$ cat src/hw/rtl/wsmtf_pkg.sv
`timescale 1ns / 1ps
// ----------------------------------------------------------------------------
// wsmtf_pkg
// Shared sizes, types and helpers for the window stack move-to-front core.
// ----------------------------------------------------------------------------
package wsmtf_pkg;

   localparam int Slots    = 16;
   localparam int SlotW    = $clog2(Slots);
   localparam int ActW     = $clog2(Slots + 1);
   localparam int InSlotW  = 5;
   localparam int OutSlotW = 4;
   localparam int FirstW   = 5;
   localparam int MaskW    = 16;
   localparam int CsrDataW = 16;
   localparam int CsrIdxW  = 1;

   typedef enum logic [CsrIdxW-1:0] {
      CSR_FIRST_APP_SLOT,
      CSR_CLIENT_MASK
   } csr_idx_type;

   typedef struct packed {
      logic             load;
      logic             found;
      logic [SlotW-1:0] slot;
   } cell_ctrl_type;

   function automatic logic gets_notice(input logic [ActW-1:0]   s,
                                        input logic [FirstW-1:0] first,
                                        input logic [MaskW-1:0]  mask);
      logic [OutSlotW-1:0] idx;
      idx = OutSlotW'(s);
      return (int'(s) < Slots) && (int'(s) >= int'(first)) &&
             (int'(s) < MaskW) && mask[idx];
   endfunction

endpackage

$ cat src/hw/rtl/wsmtf_if.sv
`timescale 1ns / 1ps
// ----------------------------------------------------------------------------
// wsmtf_req_if / wsmtf_rsp_if
// Valid/ready channels for raise requests and their results.
// ----------------------------------------------------------------------------
interface wsmtf_req_if;
   logic                         valid;
   logic                         ready;
   logic [wsmtf_pkg::InSlotW-1:0] window_slot;

   modport source (output valid, output window_slot, input ready);
   modport sink   (input valid, input window_slot, output ready);
endinterface

interface wsmtf_rsp_if;
   logic                          valid;
   logic                          ready;
   logic                          found;
   logic                          changed;
   logic                          deactivate_valid;
   logic [wsmtf_pkg::OutSlotW-1:0] deactivate_slot;
   logic                          activate_valid;
   logic [wsmtf_pkg::OutSlotW-1:0] activate_slot;

   modport source (output valid, output found, output changed,
                   output deactivate_valid, output deactivate_slot,
                   output activate_valid, output activate_slot, input ready);
   modport sink   (input valid, input found, input changed,
                   input deactivate_valid, input deactivate_slot,
                   input activate_valid, input activate_slot, output ready);
endinterface

$ cat src/hw/rtl/wsmtf_cell.sv
`timescale 1ns / 1ps
// ----------------------------------------------------------------------------
// wsmtf_cell
// One stacking-order position: holds a slot number, takes its upper
// neighbor's entry once the raised slot was found at or below it.
// ----------------------------------------------------------------------------
module wsmtf_cell (
   input  logic                             clock,
   input  logic                             reset,
   input  wsmtf_pkg::cell_ctrl_type         ctrl,
   input  logic [wsmtf_pkg::SlotW-1:0]      reset_value,
   input  logic                             hit_in,
   input  logic [wsmtf_pkg::SlotW-1:0]      next_entry,
   output logic [wsmtf_pkg::SlotW-1:0]      entry,
   output logic                             hit_out
);

   logic [wsmtf_pkg::SlotW-1:0] entry_ff;
   logic [wsmtf_pkg::SlotW-1:0] entry_in;
   logic                        match;

   assign match   = ctrl.found && (entry_ff == ctrl.slot);
   assign hit_out = hit_in || match;
   assign entry   = entry_ff;

   always_comb begin
      entry_in = entry_ff;
      if (ctrl.load && hit_out) begin
         entry_in = next_entry;
      end
   end

   always_ff @(posedge clock) begin
      if (reset) begin
         entry_ff <= reset_value;
      end else begin
         entry_ff <= entry_in;
      end
   end

endmodule

$ cat src/hw/rtl/window_stack_move_to_front_core.sv
`timescale 1ns / 1ps
// ----------------------------------------------------------------------------
// window_stack_move_to_front_core
// Move-to-front stacking order of window slots with activation notices.
// ----------------------------------------------------------------------------
// Usage:
//   req_chan carries one slot number per request. A slot below Slots is
//   moved to the front (top cell) of the order and becomes active; other
//   values leave everything unchanged and report found = 0.
//   rsp_chan returns exactly one result per request: found, changed and the
//   deactivate/activate notices filtered by first_app_slot and client_mask.
//   csr_we/csr_index/csr_wdata write the two registers; write only when idle.
// Result and throughput:
//   A result appears in the cycle after its request is accepted. The row of
//   cells compares and shifts every position in the same cycle, so one
//   request is taken per cycle while the result register drains.
// Reset:
//   The order returns to identity, no slot is active, the two registers clear.
// Stall:
//   While rsp_chan.ready is low a held result blocks new requests; the
//   request side is ready again in the cycle the result is taken.
// ----------------------------------------------------------------------------
module window_stack_move_to_front_core (
   input  logic                               clock,
   input  logic                               reset,
   wsmtf_req_if.sink                          req_chan,
   wsmtf_rsp_if.source                        rsp_chan,
   input  logic                               csr_we,
   input  wsmtf_pkg::csr_idx_type             csr_index,
   input  logic [wsmtf_pkg::CsrDataW-1:0]     csr_wdata
);

   logic [wsmtf_pkg::FirstW-1:0]   first_app_ff, first_app_in;
   logic [wsmtf_pkg::MaskW-1:0]    mask_ff, mask_in;
   logic [wsmtf_pkg::ActW-1:0]     active_ff, active_in;

   logic                           rsp_valid_ff, rsp_valid_in;
   logic                           found_ff, found_in;
   logic                           changed_ff, changed_in;
   logic                           deact_valid_ff, deact_valid_in;
   logic [wsmtf_pkg::OutSlotW-1:0] deact_slot_ff, deact_slot_in;
   logic                           act_valid_ff, act_valid_in;
   logic [wsmtf_pkg::OutSlotW-1:0] act_slot_ff, act_slot_in;

   logic                           accept;
   logic                           found;
   logic                           changed;
   logic [wsmtf_pkg::ActW-1:0]     req_slot;
   wsmtf_pkg::cell_ctrl_type       ctrl;

   logic [wsmtf_pkg::Slots:0]      hit_chain;
   logic [wsmtf_pkg::SlotW-1:0]    entry [wsmtf_pkg::Slots];

   assign req_chan.ready = !rsp_valid_ff || rsp_chan.ready;
   assign accept         = req_chan.valid && req_chan.ready;
   assign found          = int'(req_chan.window_slot) < wsmtf_pkg::Slots;
   assign req_slot       = wsmtf_pkg::ActW'(req_chan.window_slot);
   assign changed        = found && (int'(active_ff) != int'(req_chan.window_slot));

   assign ctrl.load  = accept;
   assign ctrl.found = found;
   assign ctrl.slot  = wsmtf_pkg::SlotW'(req_chan.window_slot);

   assign hit_chain[0] = 1'b0;

   for (genvar i = 0; i < wsmtf_pkg::Slots; i++) begin : g_cell
      logic [wsmtf_pkg::SlotW-1:0] next_entry;
      if (i == wsmtf_pkg::Slots - 1) begin : g_top
         assign next_entry = ctrl.slot;
      end else begin : g_mid
         assign next_entry = entry[i+1];
      end
      wsmtf_cell u_cell (
         .clock       (clock),
         .reset       (reset),
         .ctrl        (ctrl),
         .reset_value (wsmtf_pkg::SlotW'(i)),
         .hit_in      (hit_chain[i]),
         .next_entry  (next_entry),
         .entry       (entry[i]),
         .hit_out     (hit_chain[i+1])
      );
   end

   always_comb begin
      first_app_in = first_app_ff;
      mask_in      = mask_ff;
      if (csr_we) begin
         unique case (csr_index)
            wsmtf_pkg::CSR_FIRST_APP_SLOT: begin
               first_app_in = csr_wdata[wsmtf_pkg::FirstW-1:0];
            end
            wsmtf_pkg::CSR_CLIENT_MASK: begin
               mask_in = csr_wdata[wsmtf_pkg::MaskW-1:0];
            end
            default: begin
               first_app_in = first_app_ff;
            end
         endcase
      end
   end

   always_comb begin
      active_in      = active_ff;
      rsp_valid_in   = rsp_valid_ff && !rsp_chan.ready;
      found_in       = found_ff;
      changed_in     = changed_ff;
      deact_valid_in = deact_valid_ff;
      deact_slot_in  = deact_slot_ff;
      act_valid_in   = act_valid_ff;
      act_slot_in    = act_slot_ff;
      if (accept) begin
         rsp_valid_in   = 1'b1;
         found_in       = found;
         changed_in     = changed;
         deact_valid_in = changed && wsmtf_pkg::gets_notice(active_ff, first_app_ff, mask_ff);
         act_valid_in   = changed && wsmtf_pkg::gets_notice(req_slot, first_app_ff, mask_ff);
         deact_slot_in  = deact_valid_in ? wsmtf_pkg::OutSlotW'(active_ff) : '0;
         act_slot_in    = act_valid_in ? wsmtf_pkg::OutSlotW'(req_chan.window_slot) : '0;
         if (found) begin
            active_in = req_slot;
         end
      end
   end

   always_ff @(posedge clock) begin
      if (reset) begin
         first_app_ff <= '0;
         mask_ff      <= '0;
         active_ff    <= wsmtf_pkg::ActW'(wsmtf_pkg::Slots);
         rsp_valid_ff <= 1'b0;
      end else begin
         first_app_ff <= first_app_in;
         mask_ff      <= mask_in;
         active_ff    <= active_in;
         rsp_valid_ff <= rsp_valid_in;
      end
      found_ff       <= found_in;
      changed_ff     <= changed_in;
      deact_valid_ff <= deact_valid_in;
      deact_slot_ff  <= deact_slot_in;
      act_valid_ff   <= act_valid_in;
      act_slot_ff    <= act_slot_in;
   end

   assign rsp_chan.valid            = rsp_valid_ff;
   assign rsp_chan.found            = found_ff;
   assign rsp_chan.changed          = changed_ff;
   assign rsp_chan.deactivate_valid = deact_valid_ff;
   assign rsp_chan.deactivate_slot  = deact_slot_ff;
   assign rsp_chan.activate_valid   = act_valid_ff;
   assign rsp_chan.activate_slot    = act_slot_ff;

   a_front_is_raised: assert property (@(posedge clock) disable iff (reset)
      accept && found |=> entry[wsmtf_pkg::Slots-1] == $past(ctrl.slot))
      else $error("raised slot not at front");

   a_active_follows: assert property (@(posedge clock) disable iff (reset)
      accept && found |=> active_ff == $past(req_slot))
      else $error("active slot not updated");

   a_notice_needs_change: assert property (@(posedge clock) disable iff (reset)
      rsp_valid_ff && (deact_valid_ff || act_valid_ff) |-> changed_ff && found_ff)
      else $error("notice without change");

   a_miss_keeps_active: assert property (@(posedge clock) disable iff (reset)
      accept && !found |=> $stable(active_ff))
      else $error("miss altered active slot");

   a_found_slot_in_order: assert property (@(posedge clock) disable iff (reset)
      accept && found |-> hit_chain[wsmtf_pkg::Slots])
      else $error("valid slot missing from order");

endmodule

$ cat src/flat_wrapper.sv
// flat-port wrapper written by rule: the top's interface ports become plain ports
module window_stack_move_to_front_core_flat 
  (clock, reset, csr_we, csr_index, csr_wdata, req_chan_valid, req_chan_window_slot, req_chan_ready, rsp_chan_valid, rsp_chan_found, rsp_chan_changed, rsp_chan_deactivate_valid, rsp_chan_deactivate_slot, rsp_chan_activate_valid, rsp_chan_activate_slot, rsp_chan_ready);
  wsmtf_req_if req_chan_i ();
  wsmtf_rsp_if rsp_chan_i ();
  input  logic clock;
  input  logic reset;
  input  logic csr_we;
  input  wsmtf_pkg::csr_idx_type csr_index;
  input  logic [wsmtf_pkg::CsrDataW-1:0] csr_wdata;
  input wire logic [$bits(req_chan_i.valid)-1:0] req_chan_valid;
  input wire logic [$bits(req_chan_i.window_slot)-1:0] req_chan_window_slot;
  output wire logic [$bits(req_chan_i.ready)-1:0] req_chan_ready;
  output wire logic [$bits(rsp_chan_i.valid)-1:0] rsp_chan_valid;
  output wire logic [$bits(rsp_chan_i.found)-1:0] rsp_chan_found;
  output wire logic [$bits(rsp_chan_i.changed)-1:0] rsp_chan_changed;
  output wire logic [$bits(rsp_chan_i.deactivate_valid)-1:0] rsp_chan_deactivate_valid;
  output wire logic [$bits(rsp_chan_i.deactivate_slot)-1:0] rsp_chan_deactivate_slot;
  output wire logic [$bits(rsp_chan_i.activate_valid)-1:0] rsp_chan_activate_valid;
  output wire logic [$bits(rsp_chan_i.activate_slot)-1:0] rsp_chan_activate_slot;
  input wire logic [$bits(rsp_chan_i.ready)-1:0] rsp_chan_ready;
  assign req_chan_i.valid = req_chan_valid;
  assign req_chan_i.window_slot = req_chan_window_slot;
  assign req_chan_ready = req_chan_i.ready;
  assign rsp_chan_valid = rsp_chan_i.valid;
  assign rsp_chan_found = rsp_chan_i.found;
  assign rsp_chan_changed = rsp_chan_i.changed;
  assign rsp_chan_deactivate_valid = rsp_chan_i.deactivate_valid;
  assign rsp_chan_deactivate_slot = rsp_chan_i.deactivate_slot;
  assign rsp_chan_activate_valid = rsp_chan_i.activate_valid;
  assign rsp_chan_activate_slot = rsp_chan_i.activate_slot;
  assign rsp_chan_i.ready = rsp_chan_ready;
  window_stack_move_to_front_core u_core (.clock(clock), .reset(reset), .req_chan(req_chan_i), .rsp_chan(rsp_chan_i), .csr_we(csr_we), .csr_index(csr_index), .csr_wdata(csr_wdata));
endmodule
$ cat config.mk
export PLATFORM = sky130hd
export DESIGN_NAME = window_stack_move_to_front_core_flat
export DESIGN_NICKNAME = d
export VERILOG_FILES = /design/src/hw/rtl/wsmtf_pkg.sv /design/src/hw/rtl/wsmtf_if.sv /design/src/hw/rtl/wsmtf_cell.sv /design/src/hw/rtl/window_stack_move_to_front_core.sv /design/src/flat_wrapper.sv
export SDC_FILE = /design/constraint.sdc
export NUM_CORES = 1
export LEC_CHECK = 0
export ABC_AREA = 0
export BUFFER_PORTS_ARGS = -buffer_cell sky130_fd_sc_hd__buf_2
export CORE_MARGIN = 2
export CORE_UTILIZATION = 40
export CTS_CLUSTER_SIZE = 24
export DETAILED_ROUTE_END_ITERATION = 12
export HOLD_SLACK_MARGIN = 0.02
export PLACE_DENSITY = 0.57
export RECOVER_POWER = 25
export SLEW_MARGIN = 15
export SYNTH_ARGS = -nofsm -noshare
export SYNTH_HDL_FRONTEND = slang
export SYNTH_SLANG_ARGS = --single-unit
$ cat constraint.sdc
create_clock -name clock -period 2.5 [get_ports clock]
set_input_delay 0.25 -clock clock [delete_from_list [all_inputs] [get_ports clock]]
set_output_delay 0.25 -clock clock [all_outputs]
set_load 0.005 [all_outputs]
==> results_dict.tcl, run 1 <==
set metrics [dict create \
    outcome "complete, no violations" \
    reg2reg_slack_ns 0.48 \
    synth_top_cell_area_share 0.266 \
    rsz0062_at_grt "false" \
    die_h_um 75.3 \
    post_synth_num_cell_types 33 \
    post_cts_buffers 0 \
    slew_headroom 0.513 \
    insertion_delay_ns 0.29 \
    post-route-min-period_ns 2.02 \
    worstReg2RegEnd "u_core.rsp_chan.deactivate_slot[2]$_SDFFCE_PN0P_" \
    synthTopCellsByArea "dfxtp_1 27%, edfxtp_1 18%, nand2_1 7.6%" \
    clk_pin_slew_worst_paths_ns 0.08 \
    crit_type "reg2reg" \
    finalHoldViolations 0 \
    synth-seq-area-share 0.443 \
    p_leak_nw 0.991 \
    avgSynthCellArea_um2 10.0 \
    slew_viol_final 0 \
    setup_tns_ns 0 \
    worstSetupEndpoint "u_core.rsp_chan.deactivate_slot[2]$_SDFFCE_PN0P_" \
    synth_cells 203 \
    dp_slack_ns 0.445 \
    nFillCells 493 \
    grt_max_degree 28 \
    port_buffers 40 \
    overflow 0 \
    synthFlopType "dfxtp_1" \
    place.gp.congestion 0.881 \
    syn_to_final_growth_pct 16.1 \
    synth_nets 240 \
    cts_tree "done" \
    cp_data_required_time_ns 2.54 \
    path_max_fanout 8 \
    die-area_um2 5670 \
    synth_edf_count 12 \
    grt_pass1_wl_um 6820 \
    startpoint "u_core.active_ff[0]$_SDFFE_PP0P_" \
    path_cells "mux4_2 -> mux2_2 -> o211ai_1 -> nor2_1" \
    drv_cap 0 \
    grt_usage 0.166 \
    numCtsBuffers 5 \
    cts.sinks 39 \
    cp_num_cells 4 \
    critPathTopFamily "multiplexers" \
    wire_per_inst_um 12.8 \
    drcViolationCount 0 \
    start_kind "flip-flop" \
    vdd_ir_drop_max_mv 0.288 \
    hold_buffers 0 \
    r2r-start "u_core.active_ff[0]$_SDFFE_PP0P_" \
    n_antenna_cell 0 \
    reg2reg_depth 4 \
    ant_nets 0 \
    synth_seq_cells 39 \
    core.rowCount 25 \
    grt_pass1_vias 1400 \
    cp-end-kind "flip-flop" \
    fin_skew_ns 0.00976 \
    firstDrtPassIters 4 \
    synthArstFlopShare 0 \
    clock_path_buffers 2 \
    min_path_type "in2reg" \
    dr.first_iter.drc_count 59 \
    yosys_warnings 0 \
    vias 1488 \
    core_area_um2 4820 \
    critPathArrivalTime_ns 2.06 \
    critPathMaxStageDelay_ns 0.56 \
    drive_above_1_share 0.243 \
    synth.cell_area_um2 2030 \
    setup_slack_ns 0.483 \
    tightest_slew_ns 0.730 \
    clock-root-buffer "clkbuf_8" \
    cts_repair_resize_count 0 \
    cpMaxStageDelayCell "dfxtp_1" \
    seqCellArea_um2 901 \
    yosysTopAreaCell "dfxtp_1" \
    wirelength_um 3930 \
    io_pins 41 \
    powerDensity_nw_per_um2 589 \
    fin_crit_sh 0.807 \
    dp_hpwl_um 3020 \
    h-tree-depth 2 \
    multi_input_area_um2 1010 \
    initial_utilization 0.422 \
    clock.fmax_ghz 0.496 \
    path_buf_inv 0 \
    drt-vias-per-instance 4.86 \
    fin_nets 275 \
    dieWidth_um 75.3 \
    grt_antenna_before_repair 0 \
    setup_viol 0 \
]
## cells in the final DEF, fill, tap and decap left out, types with 2 or more instances in the layout
master    netlist  routed
inv_1          10      10
nor2b_1         2       2
o21ai_0         2       2
nand2b_1        2       2
mux4_1          4       4
nor2_1         18      18
ha_1           10      10
nor4_1          2       2
a21oi_1        24      24
clkbuf_8        0       5
a21o_1          3       3
mux2_2          2       2
mux2i_1         7       7
dfxtp_1        27      27
nand2_1        41      41
mux4_2          5       5
xor2_1          4       4
nor3_1          3       3
clkbuf_1        8       2
buf_2           2      38
edfxtp_1       12      12
## registers in the layout, summed over array words and instances (netlist names)
name                              cells
u_core.mask_ff                       16
u_core.rsp_chan.found                 1
u_core.rsp_chan.deactivate_valid      1
u_core.rsp_chan.activate_slot         4
u_core.rsp_chan.valid                 1
u_core.rsp_chan.deactivate_slot       4
u_core.active_ff                      5
u_core.rsp_chan.activate_valid        1
u_core.rsp_chan.changed               1
u_core.first_app_ff                   5
## power breakdown
| group | internal, mW | total (mW) | switching (mW) | leakage [nW] |
|---|---|---|---|---|
| Sequential | 0.683 | 0.706 | 0.0231 | 0.342 |
| Combinational | 0.0866 | 0.181 | 0.0946 | 0.593 |
| Clock | 0.292 | 0.503 | 0.211 | 0.0556 |
| Total | 1.06 | 1.39 | 0.329 | 0.991 |
## stage by stage
stage	instances	utilization	power [mW]	instance area, um^2	hold WS, ns
after floorplan	203	-	0.846	2030	0.379
after global placement	298	0.468	0.903	2250	0.463
after detailed placement	298	0.468	0.905	2250	0.464
after CTS	306	0.490	1.41	2360	0.176
after global routing	306	0.490	1.48	2360	0.172
final	306	0.490	1.39	2360	0.189
## synth_stat cells (all sizes together), types with 3 or more instances
master  count
nand2      41
dfxtp      27
a21oi      24
nor2       18
edfxtp     12
inv        11
ha         10
mux4        9
clkbuf      8
mux2i       8
buf         4
nor3        4
xor2        4
a21o        3
mux2        3
o21ai       3
## cells by family (layout without fill, tap and decap cells)
logic type	after synthesis	in the layout	synth area share
simple gates	72	72	0.148
fa+ha+maj	10	10	0.0616
mux	20	20	0.171
flops	39	39	0.443
xor+xnor	4	4	0.0172
buf+inv	24	60	0.0597
compound gates	34	34	0.0985
## area by class of cell
type / instances / area share
inverters: 12 / 0.0249
clock inverters: 3 / 0.0164
repair buffers: 40 / 0.0838
clock buffers: 5 / 0.0292
flip-flops and latches: 39 / 0.382
well taps: 67 / 0.0355
multi-input cells: 140 / 0.428
## worst min-delay path, cell delays in order
cell	delay [ns]
buf_2	0.10
nand2_1	0.04
a21oi_1	0.05
## per-layer routing
metal / GRT usage / part of all wire / wire length (um) / up-vias
met5: 0 / 0 / 0 / -
met4: 0.0643 / 0.013 / 50 / 0
met2: 0.256 / 0.47 / 1860 / 37
met3: 0.0482 / 0.047 / 184 / 5
met1: 0.221 / 0.47 / 1840 / 673
li1: - / - / - / 773
## how the worst min path moves through the flow
stage	startpoint	endpoint	slack, ns	depth (start not counted)
floorplan	req_chan_valid	u_core.rsp_chan.valid$_SDFF_PP0_	0.38	2
global placement	u_core.mask_ff[4]$_SDFFE_PP0P_	u_core.mask_ff[4]$_SDFFE_PP0P_	0.46	2
detailed placement	u_core.mask_ff[13]$_SDFFE_PP0P_	u_core.mask_ff[13]$_SDFFE_PP0P_	0.46	2
CTS	csr_wdata[12]	u_core.mask_ff[12]$_SDFFE_PP0P_	0.18	3
global route	csr_wdata[6]	u_core.mask_ff[6]$_SDFFE_PP0P_	0.17	3
finish	csr_wdata[12]	u_core.mask_ff[12]$_SDFFE_PP0P_	0.19	3
Note: power is estimated with default switching activity, not from simulation.
==> inputs of run 2 (changes only) <==
Settings changed: ABC_AREA 0 to 1.
Clock period 2.5 ns to 2.1 ns, I/O delays scaled along.
==> run 2 against run 1 <==
Sequential cell count stayed put. Highest routed layer unchanged. Sequential power up 21%. Clock skew shrank 0.0047 ns. Critical path type unchanged. Utilization up 0.62 points. Routed wire length grew 12%. Die area is 2.0% lower. Worst hold slack worse by 0.080 ns.
==> results_dict.tcl, run 2 <==
set metrics [dict create \
    outcome "complete, no violations" \
    fin_util 0.496 \
    die_h_um 74.5 \
    largest_reg_flops 16 \
    insertion_delay_ns 0.29 \
    synth_cells 258 \
    vdd_ir_drop_max_mv 0.459 \
    hold_buffers 0 \
    core.rowCount 25 \
    max_flop_register "u_core.mask_ff" \
    crit_type "reg2reg" \
    nFillCells 509 \
    final_cell_area_um2 2360 \
    synth-seq-area-share 0.453 \
    clock-root-buffer "clkbuf_8" \
    clock.fmax_ghz 0.647 \
    ant_nets 0 \
    core_area_um2 4750 \
    synth_common_cells "44 x nor2_1, 41 x nand2_1, 28 x inv_1, 28 x o21ai_0, 27 x dfxtp_1" \
    firstDrtPassIters 4 \
    powerDensity_nw_per_um2 737 \
    cts_tree "done" \
    dieWidth_um 74.5 \
    mostFrequentLayoutCells "44 x nor2_1, 41 x nand2_1, 38 x buf_2" \
    cp-end-kind "flip-flop" \
    cts.sinks 39 \
    rsz0062_at_grt "false" \
    start_kind "flip-flop" \
    p_leak_nw 1.08 \
    slew_viol_final 0 \
    dr.first_iter.drc_count 58 \
    synth_edf_count 12 \
    cp_data_required_time_ns 2.26 \
    critPathArrivalTime_ns 1.70 \
    n_antenna_cell 0 \
    grt_pass1_vias 1577 \
    drive_above_1_share 0.202 \
    fin_crit_sh 0.736 \
    grt_pass1_wl_um 7370 \
    synth.cell_area_um2 1990 \
    overflow 0 \
    avgSynthCellArea_um2 7.71 \
    min_path_type "in2reg" \
    path_max_fanout 5 \
    numCtsBuffers 5 \
    port_buffers 40 \
    dp_hpwl_um 3310 \
    dpl_cell_area_um2 2250 \
    clk_pin_slew_worst_paths_ns 0.08 \
    yosys_warnings 0 \
    yosysTopAreaCell "dfxtp_1" \
    vias 1751 \
    initial_utilization 0.418 \
    synth_nets 295 \
    tightest_slew_ns 0.663 \
    drcViolationCount 0 \
    grt_max_degree 27 \
    clock_path_buffers 2 \
    post-route-min-period_ns 1.54 \
    final_common_cell "nor2_1" \
    synthTopCellsByArea "dfxtp_1 27%, edfxtp_1 18%, nor2_1 8.3%" \
    reg.largest.list "u_core.mask_ff x16, u_core.active_ff x5, u_core.first_app_ff x5" \
    setup_tns_ns 0 \
    setup_viol 0 \
    post-synth-top-count-cell "nor2_1" \
    cts_repair_resize_count 0 \
    grt_usage 0.176 \
    post_cts_buffers 0 \
    post_synth_num_cell_types 23 \
    h-tree-depth 2 \
    syn_to_final_growth_pct 18.5 \
    fin_nets 338 \
    slew_headroom 0.557 \
    wirelength_um 4390 \
    synthFlopType "dfxtp_1" \
    die-area_um2 5550 \
    drt-vias-per-instance 4.75 \
    synth_seq_cells 39 \
    wire_per_inst_um 11.9 \
    drv_cap 0 \
    fin_skew_ns 0.00503 \
    io_pins 41 \
    synthArstFlopShare 0 \
    place.gp.congestion 0.942 \
    finalHoldViolations 0 \
    grt_antenna_before_repair 0 \
    synth_top_cell_area_share 0.272 \
]
==> run 2: cell count changes after synthesis, sizes merged, moves of 4 or more <==
cell,delta
xor2,-4
mux4,-9
o21ai,+28
nor2,+28
clkbuf,-5
nand3,+26
mux2i,-8
inv,+20
nor3,-4
==> run 2: worst paths after layout <==
check | startpoint | end | slack, ns | cells after the start
worst max register to register | u_core.first_app_ff[4]$_SDFFE_PP0P_ | u_core.rsp_chan.deactivate_slot[2]$_SDFFCE_PN0P_ | 0.56 | 10
worst max-delay path | u_core.first_app_ff[4]$_SDFFE_PP0P_ | u_core.rsp_chan.deactivate_slot[2]$_SDFFCE_PN0P_ | 0.56 | 10
worst min-delay path | reset | u_core.rsp_chan.valid$_SDFF_PP0_ | 0.11 | 2
worst min register to register | u_core.active_ff[4]$_SDFFE_PP1P_ | u_core.active_ff[4]$_SDFFE_PP1P_ | 0.49 | 2
==> run 2: through the flow <==
stage / hold WS, ns / power (mW) / cells / setup WS [ns]
after global placement: 0.397 / 1.14 / 361 / 0.548
final: 0.109 / 1.74 / 369 / 0.555
after global routing: 0.126 / 1.83 / 369 / 0.348
after detailed placement: 0.392 / 1.15 / 361 / 0.482
after floorplan: 0.279 / 1.05 / 258 / 0.392
after CTS: 0.0784 / 1.75 / 369 / 0.549
==> run 2: power breakdown <==
group          internal, mW  switching [mW]
Clock                 0.348           0.261
Sequential            0.825          0.0292
Combinational         0.108           0.166
Total                  1.28           0.457
==> run 2: area by class of cell <==
cell class                 count  area [um^2]  area share
clock buffer                   5         68.8      0.0292
clock inverter                 3         38.8      0.0165
inverter                      31          116      0.0494
multi-input combinational    181          928       0.394
sequential                    39          901       0.382
tap                           67         83.8      0.0356
timing repair buffer          43          220      0.0934
==> run 2: cells by family after synthesis <==
group,share of synthesized area
DFF,0.453
and+or+nand+nor,0.262
adders and majority gates,0.0629
buffers and inverters,0.0805
AOI/OAI and AO/OA,0.137
xor gates and xnor gates,0.00440
==> run 2: worst max-delay path, stage by stage, from the launching register on <==
cell,delay [ns]
dfxtp_1,0.31
inv_1,0.07
ha_1,0.32
nand2_1,0.06
nor2_1,0.10
nand2_1,0.06
nand3_1,0.09
nand2_1,0.07
nor2_2,0.11
nand3_2,0.12
nor2_1,0.11
==> run 2: layer usage <==
layer  global-route usage  vias up  wire (um)
met5                    0        -          0
met4               0.0754        0         70
li1                     -      931          -
met2                0.285       36       1940
met1                0.226      777       2200
met3               0.0407        7        176
